### src/hdl/flif_pkg.sv
// ----------------------------------------------------------------------------
// flif_pkg
// Shared types, constants and a saturation helper of the fractional
// integrate-and-fire neuron step unit.
// ----------------------------------------------------------------------------
package flif_pkg;

  localparam int IN_DATA_W  = 80;
  localparam int IN_USER_W  = 1;
  localparam int OUT_DATA_W = 40;
  localparam int CFG_ADDR_W = 3;
  localparam int CFG_DATA_W = 32;
  localparam int REFR_W     = 17;
  localparam int HLEN_W     = 11;
  localparam int TERM_W     = 52;

  localparam logic [CFG_ADDR_W-1:0] CFG_LEAK_GAIN   = 3'd0;
  localparam logic [CFG_ADDR_W-1:0] CFG_INPUT_GAIN  = 3'd1;
  localparam logic [CFG_ADDR_W-1:0] CFG_REST_V      = 3'd2;
  localparam logic [CFG_ADDR_W-1:0] CFG_THRESHOLD   = 3'd3;
  localparam logic [CFG_ADDR_W-1:0] CFG_RESET_V     = 3'd4;
  localparam logic [CFG_ADDR_W-1:0] CFG_REFR_TICKS  = 3'd5;
  localparam logic [CFG_ADDR_W-1:0] CFG_MEMORY_GAIN = 3'd6;
  localparam logic [CFG_ADDR_W-1:0] CFG_HIST_LEN    = 3'd7;

  localparam logic [30:0]        RST_LEAK_GAIN   = 31'd6554;
  localparam logic [30:0]        RST_INPUT_GAIN  = 31'd6554;
  localparam logic signed [31:0] RST_REST_V      = 32'sd0;
  localparam logic signed [31:0] RST_THRESHOLD   = 32'sd65536;
  localparam logic signed [31:0] RST_RESET_V     = 32'sd0;
  localparam logic [15:0]        RST_REFR_TICKS  = 16'd2;
  localparam logic [30:0]        RST_MEMORY_GAIN = 31'd65536;
  localparam logic [HLEN_W-1:0]  RST_HIST_LEN    = 11'd1024;

  typedef enum logic [2:0] {
    MUL_NONE,
    MUL_MAC,
    MUL_LEAK,
    MUL_DRIVE,
    MUL_MEM
  } flif_mul_e;

  typedef struct packed {
    logic      clear_wr;
    logic      load_coeff;
    logic      start;
    logic      mac_issue;
    logic      frac_load;
    flif_mul_e mul_op;
    logic      commit;
  } flif_cmd_t;

  typedef struct packed {
    logic clear_last;
    logic active;
    logic issue_last;
    logic mac_busy;
    logic out_free;
  } flif_sts_t;

  function automatic logic signed [31:0] sat_s32(input logic signed [63:0] x);
    logic signed [31:0] r;
    if ((&x[63:31]) || !(|x[63:31])) begin
      r = x[31:0];
    end else if (x[63]) begin
      r = 32'sh8000_0000;
    end else begin
      r = 32'sh7fff_ffff;
    end
    return r;
  endfunction

endpackage

### src/hdl/flif_ctrl.sv
// ----------------------------------------------------------------------------
// flif_ctrl
// Sequencer of the neuron step: ring clear after reset, input transfers,
// memory sum, term multiplies and the final update.
// ----------------------------------------------------------------------------
module flif_ctrl (
  input  logic               clk_i,
  input  logic               rst_ni,
  input  logic               in_valid_i,
  input  logic               in_mode_i,
  output logic               in_ready_o,
  input  flif_pkg::flif_sts_t sts_i,
  output flif_pkg::flif_cmd_t cmd_o
);
  import flif_pkg::*;

  localparam logic [3:0] ST_CLEAR   = 4'd0;
  localparam logic [3:0] ST_IDLE    = 4'd1;
  localparam logic [3:0] ST_MAC     = 4'd2;
  localparam logic [3:0] ST_DRAIN   = 4'd3;
  localparam logic [3:0] ST_FRAC    = 4'd4;
  localparam logic [3:0] ST_LEAK    = 4'd5;
  localparam logic [3:0] ST_DRIVE   = 4'd6;
  localparam logic [3:0] ST_MEMT    = 4'd7;
  localparam logic [3:0] ST_SETTLE  = 4'd8;
  localparam logic [3:0] ST_RESOLVE = 4'd9;

  logic [3:0] state_q, state_d;

  always_ff @(posedge clk_i or negedge rst_ni) begin
    if (!rst_ni) begin
      state_q <= ST_CLEAR;
    end else begin
      state_q <= state_d;
    end
  end

  always_comb begin
    state_d    = state_q;
    in_ready_o = 1'b0;
    cmd_o      = '{default: '0, mul_op: MUL_NONE};
    case (state_q)
      ST_CLEAR: begin
        cmd_o.clear_wr = 1'b1;
        if (sts_i.clear_last) begin
          state_d = ST_IDLE;
        end
      end
      ST_IDLE: begin
        in_ready_o = 1'b1;
        if (in_valid_i) begin
          if (in_mode_i) begin
            cmd_o.load_coeff = 1'b1;
          end else begin
            cmd_o.start = 1'b1;
            state_d     = sts_i.active ? ST_MAC : ST_RESOLVE;
          end
        end
      end
      ST_MAC: begin
        cmd_o.mac_issue = 1'b1;
        if (sts_i.issue_last) begin
          state_d = ST_DRAIN;
        end
      end
      ST_DRAIN: begin
        if (!sts_i.mac_busy) begin
          state_d = ST_FRAC;
        end
      end
      ST_FRAC: begin
        cmd_o.frac_load = 1'b1;
        state_d         = ST_LEAK;
      end
      ST_LEAK: begin
        cmd_o.mul_op = MUL_LEAK;
        state_d      = ST_DRIVE;
      end
      ST_DRIVE: begin
        cmd_o.mul_op = MUL_DRIVE;
        state_d      = ST_MEMT;
      end
      ST_MEMT: begin
        cmd_o.mul_op = MUL_MEM;
        state_d      = ST_SETTLE;
      end
      ST_SETTLE: begin
        state_d = ST_RESOLVE;
      end
      ST_RESOLVE: begin
        if (sts_i.out_free) begin
          cmd_o.commit = 1'b1;
          state_d      = ST_IDLE;
        end
      end
      default: begin
        state_d = ST_IDLE;
      end
    endcase
  end

endmodule

### config.mk
export PLATFORM = sky130hd
export DESIGN_NAME = flif_ctrl
export DESIGN_NICKNAME = d
export VERILOG_FILES = /design/src/hdl/flif_pkg.sv /design/src/hdl/flif_ctrl.sv
export SDC_FILE = /design/constraint.sdc
export NUM_CORES = 1
export LEC_CHECK = 0
export BUFFER_PORTS_ARGS = -buffer_cell sky130_fd_sc_hd__buf_2
export CAP_MARGIN = 40
export CORE_AREA = 3 3 40 42
export DETAILED_ROUTE_END_ITERATION = 12
export DIE_AREA = 0 0 43 45
export HOLD_SLACK_MARGIN = 0.02
export MAX_ROUTING_LAYER = met4
export PLACE_DENSITY = 0.62
export SLEW_MARGIN = 5
export SYNTH_ARGS = -nofsm -noshare
export SYNTH_HDL_FRONTEND = slang
export SYNTH_SLANG_ARGS = --single-unit
### constraint.sdc
create_clock -name clk_i -period 2.1 [get_ports clk_i]
set_input_delay 0.42 -clock clk_i [delete_from_list [all_inputs] [get_ports clk_i]]
set_output_delay 0.42 -clock clk_i [all_outputs]
set_load 0.1 [all_outputs]
Word-level counts from Yosys, hierarchy flattened
Cells that the tools add are included.
{"block": "word_totals", "out_inout_bits": 10, "ff_bits": 4}
{"block": "classes", "n_mux": 19, "n_reduce_logical": 2, "n_eq_ne": 15}
{"operator": "case mux 4 bit (10 select lines)", "n": 1}
{"operator": "2-to-1 mux 4 bit", "n": 7}
{"operator": "equality test 4 x 3 -> 1 bit (second input constant)", "n": 4}
{"operator": "inequality test 2 bit (second input constant)", "n": 6}
{"operator": "case mux 3 bit (3 select lines)", "n": 1}
{"operator": "equality test 4 x 2 -> 1 bit (second input constant)", "n": 2}
{"operator": "equality test 4 bit (second input constant)", "n": 2}
{"operator": "2-to-1 mux 1 bit", "n": 8}
{"operator": "AND reduction 6 bit", "n": 1}
{"operator": "equality test 4 x 1 -> 1 bit (second input constant)", "n": 1}
{"operator": "zero test 4 bit", "n": 1}
{"operator": "2-to-1 mux 2 bit", "n": 2}

Depth between registers and ports, before layout
Gate-level depths: netlist (run 1).
{"block": "logic_depth", "word_depth": 4, "mapped_depth": 5, "ltp_nobuf": 4}

Worst setup path after synthesis (run 1)
No wires, ideal clock.
{"block": "synth_timing", "kind": "reg-to-output", "from": "register state_q[1]", "to": "output port cmd_o[6] (netlist bit)", "stages_incl_launch_ff": 4, "required_ns": 1.680, "slack_ns": -1.807, "arrival_ns": 3.487, "path_cell_list": "dfrtp_1 -> buf_6 -> nand2b_4 -> nor4_1"}
{"item": "from (decl)", "line_no": "flif_ctrl.sv:28", "rtl": "logic [3:0] state_q, state_d;"}
{"item": "from (signal assigned)", "line_no": "flif_ctrl.sv:34", "rtl": "state_q <= state_d;"}
{"item": "to (decl)", "line_no": "flif_ctrl.sv:13", "rtl": "output flif_pkg::flif_cmd_t cmd_o"}

==> flow_results.xml, run 1 <==
<?xml version="1.0" encoding="UTF-8"?>
<metrics>
  <group name="logic_synthesis">
    <metric name="postSynth.topFlopCell" unit="">dfrtp_1</metric>
    <metric name="count_of_flip_flops_with_a_built_in_enable_after_synthesis" unit="">0</metric>
    <metric name="syn-num-nets" unit="">58</metric>
    <metric name="synth_simple_gate_area_share" unit="%">39.8</metric>
    <metric name="synth_common_cells" unit="">nor2_1, nand2_1, dfrtp_1, nand2b_1, nor3_1</metric>
    <metric name="synthDistinctLibCells" unit="">26</metric>
    <metric name="synth.avg_cell_area" unit="sq um">8.27</metric>
    <metric name="ffs_w_async_s_r_synth" unit="%">100</metric>
    <metric name="synth_compound_gate_area_share" unit="%">17.3</metric>
    <metric name="post-synth-top-count-cell" unit="">nor2_1</metric>
    <metric name="netlist_top_cells_area" unit="">dfrtp_1, nor2_1, buf_6</metric>
    <metric name="synth_top_family_by_area" unit="">simple AND/OR/NAND/NOR gates</metric>
    <metric name="post_synthesis_instance_area" unit="sq um">405</metric>
    <metric name="fraction_of_synthesized_area_in_multiplexers" unit="%">4.94</metric>
    <metric name="ffs_latches_synth" unit="">4</metric>
    <metric name="synthAdderAreaFrac" unit="%">0</metric>
    <metric name="synthesized_netlist_cell_count" unit="">49</metric>
    <metric name="synthesis.yosys.warnings" unit="">0</metric>
    <metric name="portion_of_the_post_synthesis_area_used_by_sequential_elements" unit="%">24.7</metric>
    <metric name="yosysTopAreaCellShare" unit="%">24.7</metric>
    <metric name="post_synth_xor_area_fraction" unit="%">2.16</metric>
    <metric name="synth_area_leader_cell" unit="">dfrtp_1</metric>
  </group>
  <group name="flow_run">
    <metric name="drv_cap" unit="">0</metric>
  </group>
  <group name="finish">
    <metric name="post_route_cells_drive_above_1_share" unit="%">55.6</metric>
    <metric name="max_flop_register" unit="">state_q</metric>
    <metric name="largest_registers" unit="">state_q (4)</metric>
    <metric name="nFillCells" unit="">115</metric>
    <metric name="largest_reg_flops" unit="">4</metric>
    <metric name="diodes" unit="">0</metric>
    <metric name="postLayoutCellArea" unit="sq um">779</metric>
    <metric name="areaGrowthSynthToFinish" unit="%">92.3</metric>
    <metric name="num-nets-final" unit="">83</metric>
  </group>
  <group name="grt">
    <metric name="grt_start_max_net_pins" unit="">10</metric>
    <metric name="grt_util_all_layers" unit="%">13.8</metric>
    <metric name="antenna_found_initial" unit="">0</metric>
    <metric name="overflow" unit="">0</metric>
    <metric name="vias_in_the_first_global_route" unit="">456</metric>
    <metric name="wire_length_of_the_first_global_routing_pass" unit="um">1900</metric>
  </group>
  <group name="timing">
    <metric name="timing_hold_violations_final" unit="">0</metric>
    <metric name="fin_setup_tns" unit="ns">0</metric>
    <metric name="finClkSkew" unit="ns">0.00514</metric>
    <metric name="final-max-slew-violation-count" unit="">0</metric>
    <metric name="period_share" unit="%">96.4</metric>
    <metric name="tightest_slew" unit="ns">0.387</metric>
    <metric name="final_critical_path_setup_slack" unit="ns">0.0747</metric>
    <metric name="slew_headroom" unit="%">74.2</metric>
    <metric name="finalWorstPathRequiredPeriod" unit="ns">2.03</metric>
    <metric name="grt_setup_unrepaired" unit="">false</metric>
    <metric name="setup_viol" unit="">0</metric>
    <metric name="fmaxAchievable" unit="MHz">494</metric>
    <metric name="hold-worst-slack" unit="ns">0.397</metric>
  </group>
  <group name="setup_path">
    <metric name="r2r_start" unit="">state_q[2]$_DFFE_PN0P_</metric>
    <metric name="worstSetupStartpointType" unit="">flop</metric>
    <metric name="worst_r2r_endpoint" unit="">state_q[3]$_DFFE_PN0P_</metric>
    <metric name="critical_path_required" unit="ns">1.68</metric>
    <metric name="critical-path-max-stage-delay" unit="ns">0.44</metric>
    <metric name="critical_path_s_top_delay_family" unit="">simple AND/OR/NAND/NOR gates</metric>
    <metric name="worst_r2r_path_depth" unit="">5</metric>
    <metric name="worst_path_max_delay_cell" unit="">dfrtp_1</metric>
    <metric name="ff2ff_setup_slack" unit="ns">0.56</metric>
    <metric name="worstPathCellList" unit="">nand2b_4 -&gt; or3b_4 -&gt; nor2_4 -&gt; buf_12</metric>
    <metric name="critPathKind" unit="">flop to output port</metric>
    <metric name="worst-path-stages" unit="">4</metric>
    <metric name="crit_start" unit="">state_q[1]$_DFFE_PN0P_</metric>
    <metric name="cp_max_fo" unit="">5</metric>
    <metric name="worst_setup_path_end_kind" unit="">output port</metric>
    <metric name="worst-path-buf-inv" unit="">1</metric>
    <metric name="cp.arrival" unit="ns">1.61</metric>
  </group>
  <group name="clocking">
    <metric name="cts_setup_buffers" unit="">0</metric>
    <metric name="cts_root_buf" unit="">clkbuf_4</metric>
    <metric name="clock_insertion_delay_worst_skew" unit="ns">0.24</metric>
    <metric name="cts.reportedPaths.clkPinSlew" unit="ns">0.04</metric>
    <metric name="clkSinkCount" unit="">4</metric>
    <metric name="tritoncts" unit="">done</metric>
    <metric name="level_count_of_the_clock_h_tree" unit="">1</metric>
    <metric name="clock_buffers_created_by_tritoncts" unit="">3</metric>
    <metric name="clk_path_buf_depth" unit="">2</metric>
  </group>
  <group name="detailed_routing">
    <metric name="postRouteWirelength" unit="um">1090</metric>
    <metric name="drt_pre_antenna_iters" unit="">4</metric>
    <metric name="drc" unit="">0</metric>
    <metric name="via_count" unit="">439</metric>
    <metric name="routed_length_per_instance" unit="um">12.5</metric>
    <metric name="post_drt_via_cell_ratio" unit="">5.05</metric>
    <metric name="ant_nets" unit="">0</metric>
    <metric name="detail_route.iter0.violations" unit="">6</metric>
  </group>
  <group name="die">
    <metric name="coreArea" unit="sq um">1280</metric>
    <metric name="rows" unit="">13</metric>
    <metric name="die_w" unit="um">43</metric>
    <metric name="io_pins" unit="">19</metric>
    <metric name="die-area" unit="sq um">1940</metric>
    <metric name="initial_utilization" unit="%">31.5</metric>
    <metric name="floorplan.die.height" unit="um">45</metric>
  </group>
  <group name="placement">
    <metric name="place.port_buffers" unit="">18</metric>
    <metric name="dp_worst_setup_slack" unit="ns">0.310</metric>
    <metric name="globalplace.congestion" unit="">0.833</metric>
    <metric name="place_area" unit="sq um">747</metric>
    <metric name="detailed_place_hpwl" unit="um">916</metric>
  </group>
  <group name="run_status">
    <metric name="status" unit="">completed</metric>
  </group>
  <group name="hold_path">
    <metric name="hold_wc_path_type" unit="">input pin to flop</metric>
    <metric name="min-delay-start" unit="">sts_i[0]</metric>
    <metric name="hold_end" unit="">state_q[3]$_DFFE_PN0P_</metric>
    <metric name="hold_path_depth" unit="">2</metric>
  </group>
</metrics>
[layer usage]
layer | GRT usage (%) | vias up | wire length, um
li1 | - | 219 | -
met5 | - | - | 0
met1 | 15.3 | 204 | 478
met2 | 22.8 | 14 | 531
met3 | 2.79 | 2 | 61
met4 | 9.04 | 0 | 19
[worst register-to-register path, stage by stage, from the launching register on]
cell and delay, ns:
dfrtp_1 0.50, buf_4 0.23, nor4_4 0.38, a22oi_1 0.12
nand2_1 0.11, o22ai_2 0.08
[cell type report]
type                       instances  area (sq um)  share of cell area (%)
clock buffer                       3          22.5                    2.89
multi-input combinational         39           343                    44.0
sequential                         4           100                    12.8
timing repair buffer              24           288                    36.9
inverter                           2          7.51                   0.963
tap                               15          18.8                    2.41
[how the worst max path moves through the flow]
stage,slack (ns),end
global route,0.001,cmd_o[7]
detailed placement,0.31,cmd_o[0]
floorplan,-0.50,cmd_o[7]
CTS,0.05,cmd_o[0]
global placement,0.31,cmd_o[0]
finish,0.07,cmd_o[0]
[through the flow]
stage                     cells  utilization, %
after detailed placement     83            58.1
final                        87            60.7
after floorplan              49               -
after global routing         87            60.7
after CTS                    87            60.7
after global placement       83            58.1
[cells in the final DEF (no fill, tap or decap)]
cell            n
o31ai_1         1
a21oi_4         1
nor4_4          2
buf_2           8
clkbuf_4        3
o211ai_2        1
nand2b_4        1
nor3_2          1
o22ai_2         1
inv_1           2
a31oi_1         1
and3_4          1
xor2_1          1
nor2_1          5
a21oi_1         1
dfrtp_1         4
o21ai_0         1
mux2i_1         2
or2b_1          1
dlygate4sd3_1   1
nor3_1          1
nand2_1         5
a22oi_1         1
buf_4           5
or3b_4          1
nor2_4          2
a2bb2oi_1       1
nand2b_1        3
and2_1          1
nor4b_4         1
nor2_2          1
nor3_4          1
buf_12         10
[cells by family after synthesis]
family,after synthesis
AOI/OAI and AO/OA,9
xor gates and xnor gates,1
buffers and inverters,6
DFF,4
muxes,2
and+or+nand+nor,27
[what timing repair did]
| item | in CTS | in global routing |
|---|---|---|
| hold buffers | 1 | 0 |
| resized for setup | 0 | 0 |
| endpoints found under the hold margin | 4 | 0 |
Power of run 1 is left out: the tool's default activity adds up to more than one toggle a clock period on the data nets, which glitch-free logic cannot reach.
==> inputs of run 2 (changes only) <==
SETUP_SLACK_MARGIN = 0.5   (was not set)
==> run 2 against run 1 <==
Against the previous run: worst setup slack gained 0.12 ns; first-iteration DRC count shrank 50%; maximum frequency grew 6.1%; final cell count grew 22%; flip-flop and latch count is the same; non-clock buffer count grew 19; sequential share of layout area shrank 2.5 points; count of clock-buffer cells in the layout is the same; highest routed layer is now met3; register-to-register slack gained 0.02 ns; routed wire length grew 48%.
==> flow_results.xml, run 2 (synthesis results as in run 1) <==
<?xml version="1.0" encoding="UTF-8"?>
<metrics>
  <group name="run_status">
    <metric name="status" unit="">completed</metric>
  </group>
  <group name="timing">
    <metric name="fmaxAchievable" unit="MHz">524</metric>
    <metric name="tightest_slew" unit="ns">0.303</metric>
    <metric name="slew_headroom" unit="%">79.6</metric>
    <metric name="final-max-slew-violation-count" unit="">0</metric>
    <metric name="finClkSkew" unit="ns">0.00227</metric>
    <metric name="final_critical_path_setup_slack" unit="ns">0.191</metric>
    <metric name="grt_setup_unrepaired" unit="">true</metric>
    <metric name="timing_hold_violations_final" unit="">0</metric>
    <metric name="period_share" unit="%">90.9</metric>
    <metric name="finalWorstPathRequiredPeriod" unit="ns">1.91</metric>
    <metric name="setup_viol" unit="">0</metric>
  </group>
  <group name="detailed_routing">
    <metric name="post_drt_via_cell_ratio" unit="">5.04</metric>
    <metric name="ant_nets" unit="">0</metric>
    <metric name="via_count" unit="">534</metric>
    <metric name="routed_length_per_instance" unit="um">15.2</metric>
    <metric name="detail_route.iter0.violations" unit="">3</metric>
    <metric name="postRouteWirelength" unit="um">1610</metric>
    <metric name="drc" unit="">0</metric>
    <metric name="drt_pre_antenna_iters" unit="">3</metric>
  </group>
  <group name="finish">
    <metric name="largest_registers" unit="">state_q (4)</metric>
    <metric name="post_route_cells_drive_above_1_share" unit="%">72.5</metric>
    <metric name="mostFrequentLayoutCell" unit="">buf_4</metric>
    <metric name="num-nets-final" unit="">102</metric>
    <metric name="max_flop_register" unit="">state_q</metric>
    <metric name="areaGrowthSynthToFinish" unit="%">152</metric>
    <metric name="layout_common_cells" unit="">buf_4, buf_12, buf_2, buf_6, nor2_1</metric>
    <metric name="largest_reg_flops" unit="">4</metric>
    <metric name="diodes" unit="">0</metric>
    <metric name="fin_util" unit="%">79.4</metric>
  </group>
  <group name="clocking">
    <metric name="cts.reportedPaths.clkPinSlew" unit="ns">0.04</metric>
    <metric name="clkSinkCount" unit="">4</metric>
    <metric name="cts_root_buf" unit="">clkbuf_4</metric>
    <metric name="tritoncts" unit="">done</metric>
    <metric name="clk_path_buf_depth" unit="">2</metric>
    <metric name="level_count_of_the_clock_h_tree" unit="">1</metric>
    <metric name="clock_insertion_delay_worst_skew" unit="ns">0.24</metric>
    <metric name="clock_buffers_created_by_tritoncts" unit="">3</metric>
  </group>
  <group name="die">
    <metric name="rows" unit="">13</metric>
    <metric name="io_pins" unit="">19</metric>
    <metric name="coreArea" unit="sq um">1280</metric>
    <metric name="die_w" unit="um">43</metric>
    <metric name="floorplan.die.height" unit="um">45</metric>
    <metric name="die-area" unit="sq um">1940</metric>
    <metric name="initial_utilization" unit="%">31.5</metric>
  </group>
  <group name="grt">
    <metric name="antenna_found_initial" unit="">0</metric>
    <metric name="gr-usage-met2" unit="%">29.9</metric>
    <metric name="grt_util_all_layers" unit="%">19.0</metric>
    <metric name="gr-max-usage-layer" unit="">met2</metric>
    <metric name="grt_start_max_net_pins" unit="">9</metric>
    <metric name="met3_usage" unit="%">7.57</metric>
    <metric name="overflow" unit="">0</metric>
    <metric name="use_met1" unit="%">22.0</metric>
    <metric name="wire_length_of_the_first_global_routing_pass" unit="um">2530</metric>
    <metric name="vias_in_the_first_global_route" unit="">551</metric>
  </group>
  <group name="setup_path">
    <metric name="worst_r2r_path_depth" unit="">7</metric>
    <metric name="worstSetupStartpointType" unit="">flop</metric>
    <metric name="worst_r2r_endpoint" unit="">state_q[3]$_DFFE_PN0P_</metric>
    <metric name="ff2ff_setup_slack" unit="ns">0.58</metric>
    <metric name="worst_setup_path_end_kind" unit="">output port</metric>
    <metric name="cp_max_fo" unit="">2</metric>
    <metric name="cp.arrival" unit="ns">1.49</metric>
    <metric name="r2r_start" unit="">state_q[2]$_DFFE_PN0P_</metric>
    <metric name="timing.critical_path.to" unit="">cmd_o[0]</metric>
    <metric name="critical_path_required" unit="ns">1.68</metric>
    <metric name="critPathKind" unit="">flop to output port</metric>
    <metric name="crit_start" unit="">state_q[1]$_DFFE_PN0P_</metric>
  </group>
  <group name="power_and_ir_drop">
    <metric name="finalPower" unit="W">0.00186</metric>
    <metric name="power_density" unit="nW/um^2">1820</metric>
    <metric name="vdd_drop_max" unit="uV">904</metric>
    <metric name="power.static_leakage" unit="nW">0.451</metric>
  </group>
  <group name="placement">
    <metric name="detailed_place_hpwl" unit="um">925</metric>
    <metric name="globalplace.congestion" unit="">0.785</metric>
    <metric name="place.port_buffers" unit="">18</metric>
    <metric name="dp_worst_setup_slack" unit="ns">0.322</metric>
  </group>
  <group name="hold_path">
    <metric name="hold_wc_path_type" unit="">input pin to flop</metric>
  </group>
  <group name="flow_run">
    <metric name="drv_cap" unit="">0</metric>
  </group>
</metrics>
==> run 2: cell count changes in the layout (fill, tap and decap cells not counted), sizes merged <==
cell  change
buf      +19
==> run 2: cell type report <==
cell class,count,area [sq um]
timing repair buffer,43,493
multi-input combinational,39,373
fill,74,265
sequential,4,105
clock buffer,3,22.5
tap,15,18.8
inverter,2,7.51
==> run 2: critical path, cell delays in order (launching register included) <==
cell	delay (ns)
dfrtp_2	0.42
nand2b_4	0.16
or3b_4	0.39
nor2_4	0.11
buf_12	0.18
==> run 2: layer usage <==
layer	vias to the layer above	wire length [um]
met4	0	0
li1	258	-
met1	255	642
met5	-	0
met2	21	873
met3	0	93
==> run 2: stage by stage <==
| step | hold slack, ns | cells | cell area (sq um) | TNS [ns] |
|---|---|---|---|---|
| floorplan | 0.124 | 49 | 504 | -0.895 |
| global placement | 0.228 | 83 | 759 | 0 |
| detailed placement | 0.227 | 83 | 759 | 0 |
| CTS | 0.409 | 102 | 973 | 0 |
| global route | 0.391 | 106 | 1020 | 0 |
| finish | 0.406 | 106 | 1020 | 0 |
==> run 2: worst min-delay path by stage <==
stage | from | endpoint | slack, ns | cells after the start
after CTS | sts_i[0] | state_q[3]$_DFFE_PN0P_ | 0.41 | 2
after floorplan | rst_ni | state_q[0]$_DFFE_PN0P_ | 0.12 | 0
after global routing | sts_i[0] | state_q[3]$_DFFE_PN0P_ | 0.39 | 2
after detailed placement | rst_ni | state_q[3]$_DFFE_PN0P_ | 0.23 | 1
after global placement | rst_ni | state_q[3]$_DFFE_PN0P_ | 0.23 | 1
final | sts_i[0] | state_q[3]$_DFFE_PN0P_ | 0.41 | 2
==> run 2: timing repair <==
item	CTS	global route
endpoints found under the setup margin	10	10
hold endpoints to repair	4	0
resized for setup	14	4
cloned	0	0
hold buffers	1	0
setup buffers	15	4
pin swaps	7	7
==> run 2: power by group <==
part	internal [W]	switching [W]	total [W]	leakage, nW
sequential	0.000118	0.0000540	0.000172	0.0452
combinational	0.000742	0.000849	0.00159	0.392
clock	0.0000640	0.0000334	0.0000974	0.0138
total	0.000923	0.000936	0.00186	0.451
Note: power is estimated with default switching activity, not from simulation.
==> inputs of run 3 (changes only) <==
ABC_AREA = 1   (was not set)
PLACE_DENSITY = 0.63   (was 0.62)
==> run 3 against run 2 <==
Against the previous run: via count shrank 0.75%; synthesized area rose by 1.5%; utilization decreased by 13 points; routed wire length is 19% lower; worst hold slack better by 0.098 ns; sequential power is 5% lower; largest cell class is now multi-input combinational cells; die area stayed put; clock power rose by 12%; critical path type unchanged.
==> flow_results.xml, run 3 <==
<?xml version="1.0" encoding="UTF-8"?>
<metrics>
  <group name="grt">
    <metric name="vias_in_the_first_global_route" unit="">525</metric>
    <metric name="overflow" unit="">0</metric>
    <metric name="grt_start_max_net_pins" unit="">8</metric>
    <metric name="grt_util_all_layers" unit="%">15.1</metric>
    <metric name="antenna_found_initial" unit="">0</metric>
    <metric name="wire_length_of_the_first_global_routing_pass" unit="um">2120</metric>
  </group>
  <group name="power_and_ir_drop">
    <metric name="cellInternalPower" unit="W">0.000579</metric>
    <metric name="p_switching" unit="W">0.000779</metric>
    <metric name="finalPower" unit="W">0.00136</metric>
    <metric name="vdd_drop_max" unit="uV">1460</metric>
    <metric name="power_frac_comb" unit="%">79.8</metric>
    <metric name="swShare" unit="%">57.4</metric>
    <metric name="clock_power_share" unit="%">8.1</metric>
    <metric name="power.static_leakage" unit="nW">0.403</metric>
    <metric name="power_density" unit="nW/um^2">1590</metric>
    <metric name="seq_power_share" unit="%">12.1</metric>
  </group>
  <group name="clocking">
    <metric name="clock_insertion_delay_worst_skew" unit="ns">0.24</metric>
    <metric name="level_count_of_the_clock_h_tree" unit="">1</metric>
    <metric name="cts_root_buf" unit="">clkbuf_4</metric>
    <metric name="cts.reportedPaths.clkPinSlew" unit="ns">0.04</metric>
    <metric name="clk_path_buf_depth" unit="">2</metric>
    <metric name="clkSinkCount" unit="">4</metric>
    <metric name="clock_buffers_created_by_tritoncts" unit="">3</metric>
    <metric name="tritoncts" unit="">done</metric>
  </group>
  <group name="setup_path">
    <metric name="worst_r2r_endpoint" unit="">state_q[1]$_DFFE_PN0P_</metric>
    <metric name="worst_setup_path_end_kind" unit="">output port</metric>
    <metric name="r2r_start" unit="">state_q[2]$_DFFE_PN0P_</metric>
    <metric name="worst_path_max_delay_cell" unit="">dfrtp_1</metric>
    <metric name="worst_r2r_path_depth" unit="">8</metric>
    <metric name="critical_path_s_top_delay_family" unit="">simple AND/OR/NAND/NOR gates</metric>
    <metric name="cp.arrival" unit="ns">1.34</metric>
    <metric name="critical-path-max-stage-delay" unit="ns">0.43</metric>
    <metric name="worst-path-buf-inv" unit="">1</metric>
    <metric name="cp_common_cell" unit="">nor2_4</metric>
    <metric name="worstSetupStartpointType" unit="">flop</metric>
    <metric name="critPathKind" unit="">flop to output port</metric>
    <metric name="worstPathCellList" unit="">nor2_4 -&gt; nand2_4 -&gt; nor2_4 -&gt; buf_12</metric>
    <metric name="ff2ff_setup_slack" unit="ns">0.65</metric>
    <metric name="critical_path_required" unit="ns">1.68</metric>
    <metric name="cp_max_fo" unit="">7</metric>
  </group>
  <group name="detailed_routing">
    <metric name="drc" unit="">0</metric>
    <metric name="ant_nets" unit="">0</metric>
    <metric name="routed_length_per_instance" unit="um">11.6</metric>
    <metric name="drt_pre_antenna_iters" unit="">4</metric>
    <metric name="via_count" unit="">530</metric>
    <metric name="postRouteWirelength" unit="um">1310</metric>
    <metric name="detail_route.iter0.violations" unit="">14</metric>
    <metric name="post_drt_via_cell_ratio" unit="">4.69</metric>
  </group>
  <group name="hold_path">
    <metric name="hold_path_depth" unit="">4</metric>
    <metric name="hold_wc_path_type" unit="">input pin to flop</metric>
    <metric name="hold_end" unit="">state_q[3]$_DFFE_PN0P_</metric>
    <metric name="min-delay-start" unit="">sts_i[0]</metric>
  </group>
  <group name="finish">
    <metric name="layout_common_cells" unit="">nand3_1, nand2_1, buf_12</metric>
    <metric name="max_flop_register" unit="">state_q</metric>
    <metric name="areaGrowthSynthToFinish" unit="%">108</metric>
    <metric name="diodes" unit="">0</metric>
    <metric name="num-nets-final" unit="">108</metric>
    <metric name="post_route_cells_drive_above_1_share" unit="%">65.3</metric>
    <metric name="largest_reg_flops" unit="">4</metric>
    <metric name="largest_registers" unit="">state_q (4)</metric>
    <metric name="mostFrequentLayoutCell" unit="">nand3_1</metric>
  </group>
  <group name="timing">
    <metric name="grt_setup_unrepaired" unit="">true</metric>
    <metric name="setup_viol" unit="">0</metric>
    <metric name="slew_headroom" unit="%">84.5</metric>
    <metric name="timing_hold_violations_final" unit="">0</metric>
    <metric name="tightest_slew" unit="ns">0.231</metric>
    <metric name="final-max-slew-violation-count" unit="">0</metric>
    <metric name="finClkSkew" unit="ns">0.000456</metric>
    <metric name="fmaxAchievable" unit="MHz">570</metric>
    <metric name="fin_setup_tns" unit="ns">0</metric>
    <metric name="finalWorstPathRequiredPeriod" unit="ns">1.76</metric>
    <metric name="period_share" unit="%">83.6</metric>
  </group>
  <group name="placement">
    <metric name="detailed_place_hpwl" unit="um">819</metric>
    <metric name="place.port_buffers" unit="">18</metric>
    <metric name="globalplace.congestion" unit="">0.817</metric>
  </group>
  <group name="logic_synthesis">
    <metric name="yosysTopAreaCellShare" unit="%">24.3</metric>
    <metric name="postSynth.topFlopCell" unit="">dfrtp_1</metric>
    <metric name="synth_common_cells" unit="">inv_1, nand2_1, nand3_1, nor2_1, dfrtp_1</metric>
    <metric name="synth.avg_cell_area" unit="sq um">6.05</metric>
    <metric name="synthesis.yosys.warnings" unit="">0</metric>
    <metric name="synthDistinctLibCells" unit="">15</metric>
    <metric name="post-synth-top-count-cell" unit="">inv_1</metric>
    <metric name="ffs_w_async_s_r_synth" unit="%">100</metric>
    <metric name="ffs_latches_synth" unit="">4</metric>
    <metric name="synthesized_netlist_cell_count" unit="">68</metric>
    <metric name="post_synthesis_instance_area" unit="sq um">412</metric>
    <metric name="count_of_flip_flops_with_a_built_in_enable_after_synthesis" unit="">0</metric>
    <metric name="netlist_top_cells_area" unit="">dfrtp_1, nand3_1, inv_1</metric>
    <metric name="portion_of_the_post_synthesis_area_used_by_sequential_elements" unit="%">24.3</metric>
    <metric name="syn-num-nets" unit="">77</metric>
    <metric name="synth_area_leader_cell" unit="">dfrtp_1</metric>
  </group>
  <group name="die">
    <metric name="floorplan.die.height" unit="um">45</metric>
    <metric name="io_pins" unit="">19</metric>
    <metric name="die-area" unit="sq um">1940</metric>
    <metric name="coreArea" unit="sq um">1280</metric>
    <metric name="initial_utilization" unit="%">32.0</metric>
    <metric name="rows" unit="">13</metric>
    <metric name="die_w" unit="um">43</metric>
  </group>
  <group name="flow_run">
    <metric name="drv_cap" unit="">0</metric>
  </group>
  <group name="run_status">
    <metric name="status" unit="">completed</metric>
  </group>
</metrics>
## run 3: cell count changes after synthesis, sizes merged, moves of 2 or more
cell    before  now
nand2        5   15
mux2i        2    0
nor2         8   11
a21oi        2    0
nor4         2    0
nand3        0   14
nor3         3    1
buf          4    0
nand2b       4    0
inv          2   19
## run 3: worst max-delay path by stage
stage / slack [ns] / startpoint / depth (start not counted) / endpoint
finish: 0.34 / state_q[2]$_DFFE_PN0P_ / 4 / cmd_o[6]
global route: 0.29 / state_q[2]$_DFFE_PN0P_ / 4 / cmd_o[7]
CTS: 0.34 / state_q[3]$_DFFE_PN0P_ / 4 / cmd_o[5]
detailed placement: 0.33 / state_q[2]$_DFFE_PN0P_ / 4 / cmd_o[5]
global placement: 0.34 / state_q[2]$_DFFE_PN0P_ / 4 / cmd_o[6]
floorplan: 0.25 / state_q[2]$_DFFE_PN0P_ / 4 / cmd_o[1]
## run 3: stage by stage
stage	instance area, sq um	setup WS [ns]	util (%)	instances	hold slack [ns]
after floorplan	488	0.254	-	68	0.124
after global placement	597	0.342	46.4	101	0.229
after detailed placement	597	0.328	46.4	101	0.229
after CTS	817	0.341	63.6	110	0.513
after global routing	856	0.294	66.6	113	0.530
final	856	0.345	66.6	113	0.504
## run 3: kinds of logic (layout without fill, tap and decap cells)
family	Yosys count	in the layout	synth area share, %
AOI/OAI and AO/OA	2	2	3.04
buffers and inverters	19	49	17.3
DFF	4	4	24.3
and+or+nand+nor	43	43	55.3
## run 3: worst register-to-register path, cell delays in order, from the launching register on
cell and delay [ns]:
dfrtp_1 0.43, nor2_4 0.25, buf_4 0.15, buf_4 0.11, nand3_1 0.09, nand2_1 0.11
nor2_2 0.06, nand3_1 0.07, nand2_1 0.06
## run 3: cell type report
| cell class | count | area [sq um] |
|---|---|---|
| well taps | 15 | 18.8 |
| repair buffers | 26 | 298 |
| flip-flops and latches | 4 | 104 |
| multi-input cells | 45 | 317 |
| clock buffers | 4 | 26.3 |
| fillers | 110 | 429 |
| inverters | 19 | 92.6 |
## run 3: layer usage
metal	GRT usage (%)	vias to the layer above	share of wire, %
met4	10.8	0	3.2
li1	-	266	-
met5	-	-	0
met1	16.3	239	36
met2	25.7	20	55
met3	1.59	5	5.0
## run 3: power groups by stage
stage	Clock [W]	Sequential (W)	Combinational, W
after global routing	0.000116	0.000170	0.00114
after floorplan	0	0.000155	0.000687
after global placement	0	0.000161	0.000783
final	0.000109	0.000164	0.00108
after CTS	0.000106	0.000157	0.00102
after detailed placement	0	0.000161	0.000784
## run 3: what timing repair did
item / CTS / global route
setup buffers: 4 / 3
hold buffers: 1 / 0
hold endpoints to repair: 4 / 0
setup endpoints to repair: 10 / 10
pin swaps: 6 / 3
gates resized for setup: 43 / 9
